==> config.mk <==
export PLATFORM = sky130hd
export DESIGN_NAME = mlts_mul
export DESIGN_NICKNAME = d
export VERILOG_FILES = /design/src/rtl/mlts_pkg.sv /design/src/rtl/mlts_mul.sv
export SDC_FILE = /design/constraint.sdc
export NUM_CORES = 1
export LEC_CHECK = 0
export ABC_CLOCK_PERIOD_IN_PS = 5940
export BUFFER_PORTS_ARGS = -buffer_cell sky130_fd_sc_hd__buf_4
export CAP_MARGIN = 5
export CORE_ASPECT_RATIO = 0.9
export CORE_MARGIN = 2
export CORE_UTILIZATION = 50
export CTS_BUF_LIST = sky130_fd_sc_hd__clkbuf_2
export CTS_CLUSTER_SIZE = 30
export DETAILED_ROUTE_END_ITERATION = 6
export PLACE_DENSITY = 0.76
export SLEW_MARGIN = 5
export SYNTH_ARGS = -nofsm -noshare
export SYNTH_HDL_FRONTEND = slang
export SYNTH_SLANG_ARGS = --single-unit
==> constraint.sdc <==
create_clock -name i_clk -period 5.94 [get_ports i_clk]
set_input_delay 0.891 -clock i_clk [delete_from_list [all_inputs] [get_ports i_clk]]
set_output_delay 0.891 -clock i_clk [all_outputs]
set_load 0.05 [all_outputs]
==> src/rtl/mlts_pkg.sv <==
// shared types and constants of the memory laxity task scheduler
package mlts_pkg;

    localparam int DL_W    = 17;
    localparam int LEN_W   = 7;
    localparam int LAX_W   = 18;
    localparam int MUL_A_W = 17;
    localparam int MUL_B_W = 18;
    localparam int PROD_W  = 35;
    localparam int SCORE_W = 36;
    localparam int OP_W    = 2;
    localparam int CFG_IDX_W  = 2;
    localparam int CFG_DATA_W = 16;
    localparam int IN_DATA_W  = 72;
    localparam int OUT_DATA_W = 128;

    localparam logic [OP_W-1:0] OP_LOAD_TASK = 2'd0;
    localparam logic [OP_W-1:0] OP_LOAD_INC  = 2'd1;
    localparam logic [OP_W-1:0] OP_TICK      = 2'd2;

    localparam logic [CFG_IDX_W-1:0] CFG_PROC_COUNT = 2'd0;
    localparam logic [CFG_IDX_W-1:0] CFG_MEM_WEIGHT = 2'd1;
    localparam logic [CFG_IDX_W-1:0] CFG_TASK_COUNT = 2'd2;

    localparam logic [DL_W-1:0] DL_MIN = 17'h10000;

    typedef enum logic [3:0] {
        S_IDLE,
        S_REL,
        S_MW,
        S_ML,
        S_SUM,
        S_SCAN,
        S_TOTAL,
        S_UPD,
        S_FIN
    } t_state;

    typedef struct packed {
        logic signed [MUL_A_W-1:0] a;
        logic signed [MUL_B_W-1:0] b;
    } t_mul_req;

endpackage

==> src/rtl/mlts_mul.sv <==
// shared signed multiplier with registered product
module mlts_mul (
    input  logic                           i_clk,
    input  mlts_pkg::t_mul_req             i_req,
    output logic signed [mlts_pkg::PROD_W-1:0] o_p
);
    import mlts_pkg::*;

    logic signed [PROD_W-1:0] r_p;

    always_ff @(posedge i_clk) begin
        r_p <= PROD_W'(i_req.a) * PROD_W'(i_req.b);
    end

    assign o_p = r_p;
endmodule

==> run summary <==
outcome -> complete, no violations
cell area after layout -> 0.0144 mm²
crit start category -> primary input
Port Buffers -> 70
clock tree root buffer cell -> clkbuf_2
first-pass GRT wire length -> 48.1 mm
Crit path arrival time -> 6.16 ns
Async SR Flop Fraction -> 0%
NumNets Final -> 1908
number of global-route vias before repair -> 10.2k
critical path capture point type -> register
Via density -> 5.11
first-pass iteration count of the detailed router -> 5
required time of the critical path -> 6.30 ns
Post-synth top cells -> 311 x fa_1, 310 x inv_1, 159 x and2_1
placed wire-length estimate -> 24.9 mm
pin count of the biggest net entering global routing -> 19
I/O pins -> 71
initial antenna violation count -> 0
Final period util -> 97.7%
Netlist cell types -> 54
Num CTS Buffers -> 5
max reg flops -> 35
TNS Setup -> 0 ns
final setup fails -> 0
H-tree depth -> 2
met1 WL -> 11.1 mm
post-synth top area cell -> fa_1
Mapped Area -> 0.0123 mm²
RePlAce Congestion -> 0.918
Max-Cap Viols -> 0
post-route ant nets -> 0
Die Area -> 0.0258 mm²
Tmin final -> 5.80 ns
min-delay src -> i_req[0]
gr usage total -> 23.1%
fraction of layout cells with a size suffix above 1 -> 18.8%
CTS tree -> built
Synth warnings -> 0
met2 routed WL -> 14.7 mm
post-synth top area share -> 50.8%
grt ovf -> 0
post-route DRC violation count -> 0
Max Used Layer -> met4
Pins Over Slew Limit -> 0
Area growth syn-to-layout -> 17.2%
Yosys reg bits -> 35
top post-synthesis cells by area -> fa_1 51%, inv_1 9.5%, ha_1 8.9%, and2_1 8.1%, dfxtp_1 5.7%
CP startpoint -> i_req[23]
dpl cell area -> 0.0142 mm²
core area -> 0.0242 mm²
critical path fanouts, max -> 13
chip width -> 169 µm
dominant synthesized flop cell -> dfxtp_1
# diodes -> 0
clock sinks -> 35
register area -> 701 µm²
# fillers -> 2051
FP Rows -> 54
Max clock buf depth -> 2
syn nets -> 1724
Initial Util -> 50.7%
Worst Tran Pin Value -> 0.392 ns
Fin. Hold Viols -> 0
Fmax -> 172 MHz
wire length on met3 -> 1.44 mm
post-synthesis sequential area ratio -> 5.72%
CP Class -> in -> reg
Hold Slack -> 0.922 ns
cts hold-fix bufs -> 0
most frequent cell after synthesis -> fa_1
EDFF count, synth -> 0
type of the tightest min-delay check -> in -> reg
vias -> 9116
worst hold path stage count -> 3
Rel. slew slack -> 73.7%
routed len/inst -> 15.6 µm
Syn Area/Cell -> 9.50 µm²
Mapped Cells -> 1290
DRT Wirelength -> 27.9 mm
multi-input logic area -> 0.0103 mm²
Die H -> 153 µm
Hold Path Sink -> o_p[0]$_DFF_P_
Reg clk slew, reported paths -> 0.23 ns
DRT iter0 DRCs -> 500
## per-layer routing
layer  up-vias  global-route usage (%)
li1       4152                       -
met1      4657                    30.4
met2       265                    41.3
met3        42                    2.96
met4         0                    4.84
met5         -                       0
## worst max-delay path, cell delays in order
cell	delay, ns
buf_4	0.17
and2_1	0.17
fa_1	0.53
inv_1	0.05
fa_1	0.45
fa_1	0.52
inv_1	0.06
fa_1	0.52
fa_1	0.51
inv_1	0.05
fa_1	0.52
inv_1	0.06
ha_1	0.29
and2_4	0.16
and3_2	0.21
o211ai_1	0.17
buf_4	0.19
o211ai_1	0.26
a31o_1	0.21
a21oi_2	0.06
xnor2_1	0.12
## how the worst max path moves through the flow
stage,to,slack (ns),cells after the start
4_1_cts,o_p[25]$_DFF_P_,0.1,20
2_1_floorplan,o_p[31]$_DFF_P_,-0.02,18
3_3_place_gp,o_p[33]$_DFF_P_,-0.37,18
5_1_grt,o_p[33]$_DFF_P_,-0.005,19
6_report,o_p[31]$_DFF_P_,0.14,21
3_5_place_dp,o_p[32]$_DFF_P_,-0.34,20
## metrics by stage
stage	util [%]	cells	setup WS, ns
floorplan	-	1290	-0.0213
global placement	58.8	1771	-0.372
detailed placement	58.8	1771	-0.339
CTS	59.0	1779	0.0966
global route	59.4	1783	-0.00475
finish	59.4	1783	0.136
## kinds of logic (layout without fill, tap and decap cells)
| kind of cell | Yosys count | after routing | share of synthesized area (%) |
|---|---|---|---|
| adders and majority gates | 398 | 398 | 59.7 |
| and+or+nand+nor | 365 | 365 | 15.1 |
| buffers and inverters | 356 | 541 | 11.2 |
| AOI/OAI and AO/OA | 98 | 98 | 5.59 |
| xor gates and xnor gates | 38 | 38 | 2.72 |
| DFF | 35 | 35 | 5.72 |
## timing repair
| item | 4_1_cts | 5_1_grt |
|---|---|---|
| resized for setup | 0 | 12 |
| setup buffers | 0 | 4 |
| setup endpoints to repair | 0 | 8 |
## layout make-up
class / count / area share, %
clock inverter: 3 / 0.174
timing repair buffer: 223 / 12.0
clock buffer: 5 / 0.174
sequential: 35 / 4.88
inverter: 310 / 8.10
tap: 308 / 2.68
multi-input combinational: 899 / 72.0
## layout by cell type, fill, tap and decap left out, drive strengths merged, types with 18 or more instances in the layout
master  count
and2      160
xnor2      32
nor2       30
a21oi      25
nand2     140
dfxtp      35
buf       223
fa        311
o21ai      18
ha         87
inv       310
Power is not shown: default switching activity piles up to over one toggle a cycle in this logic, so the estimate is an artifact.
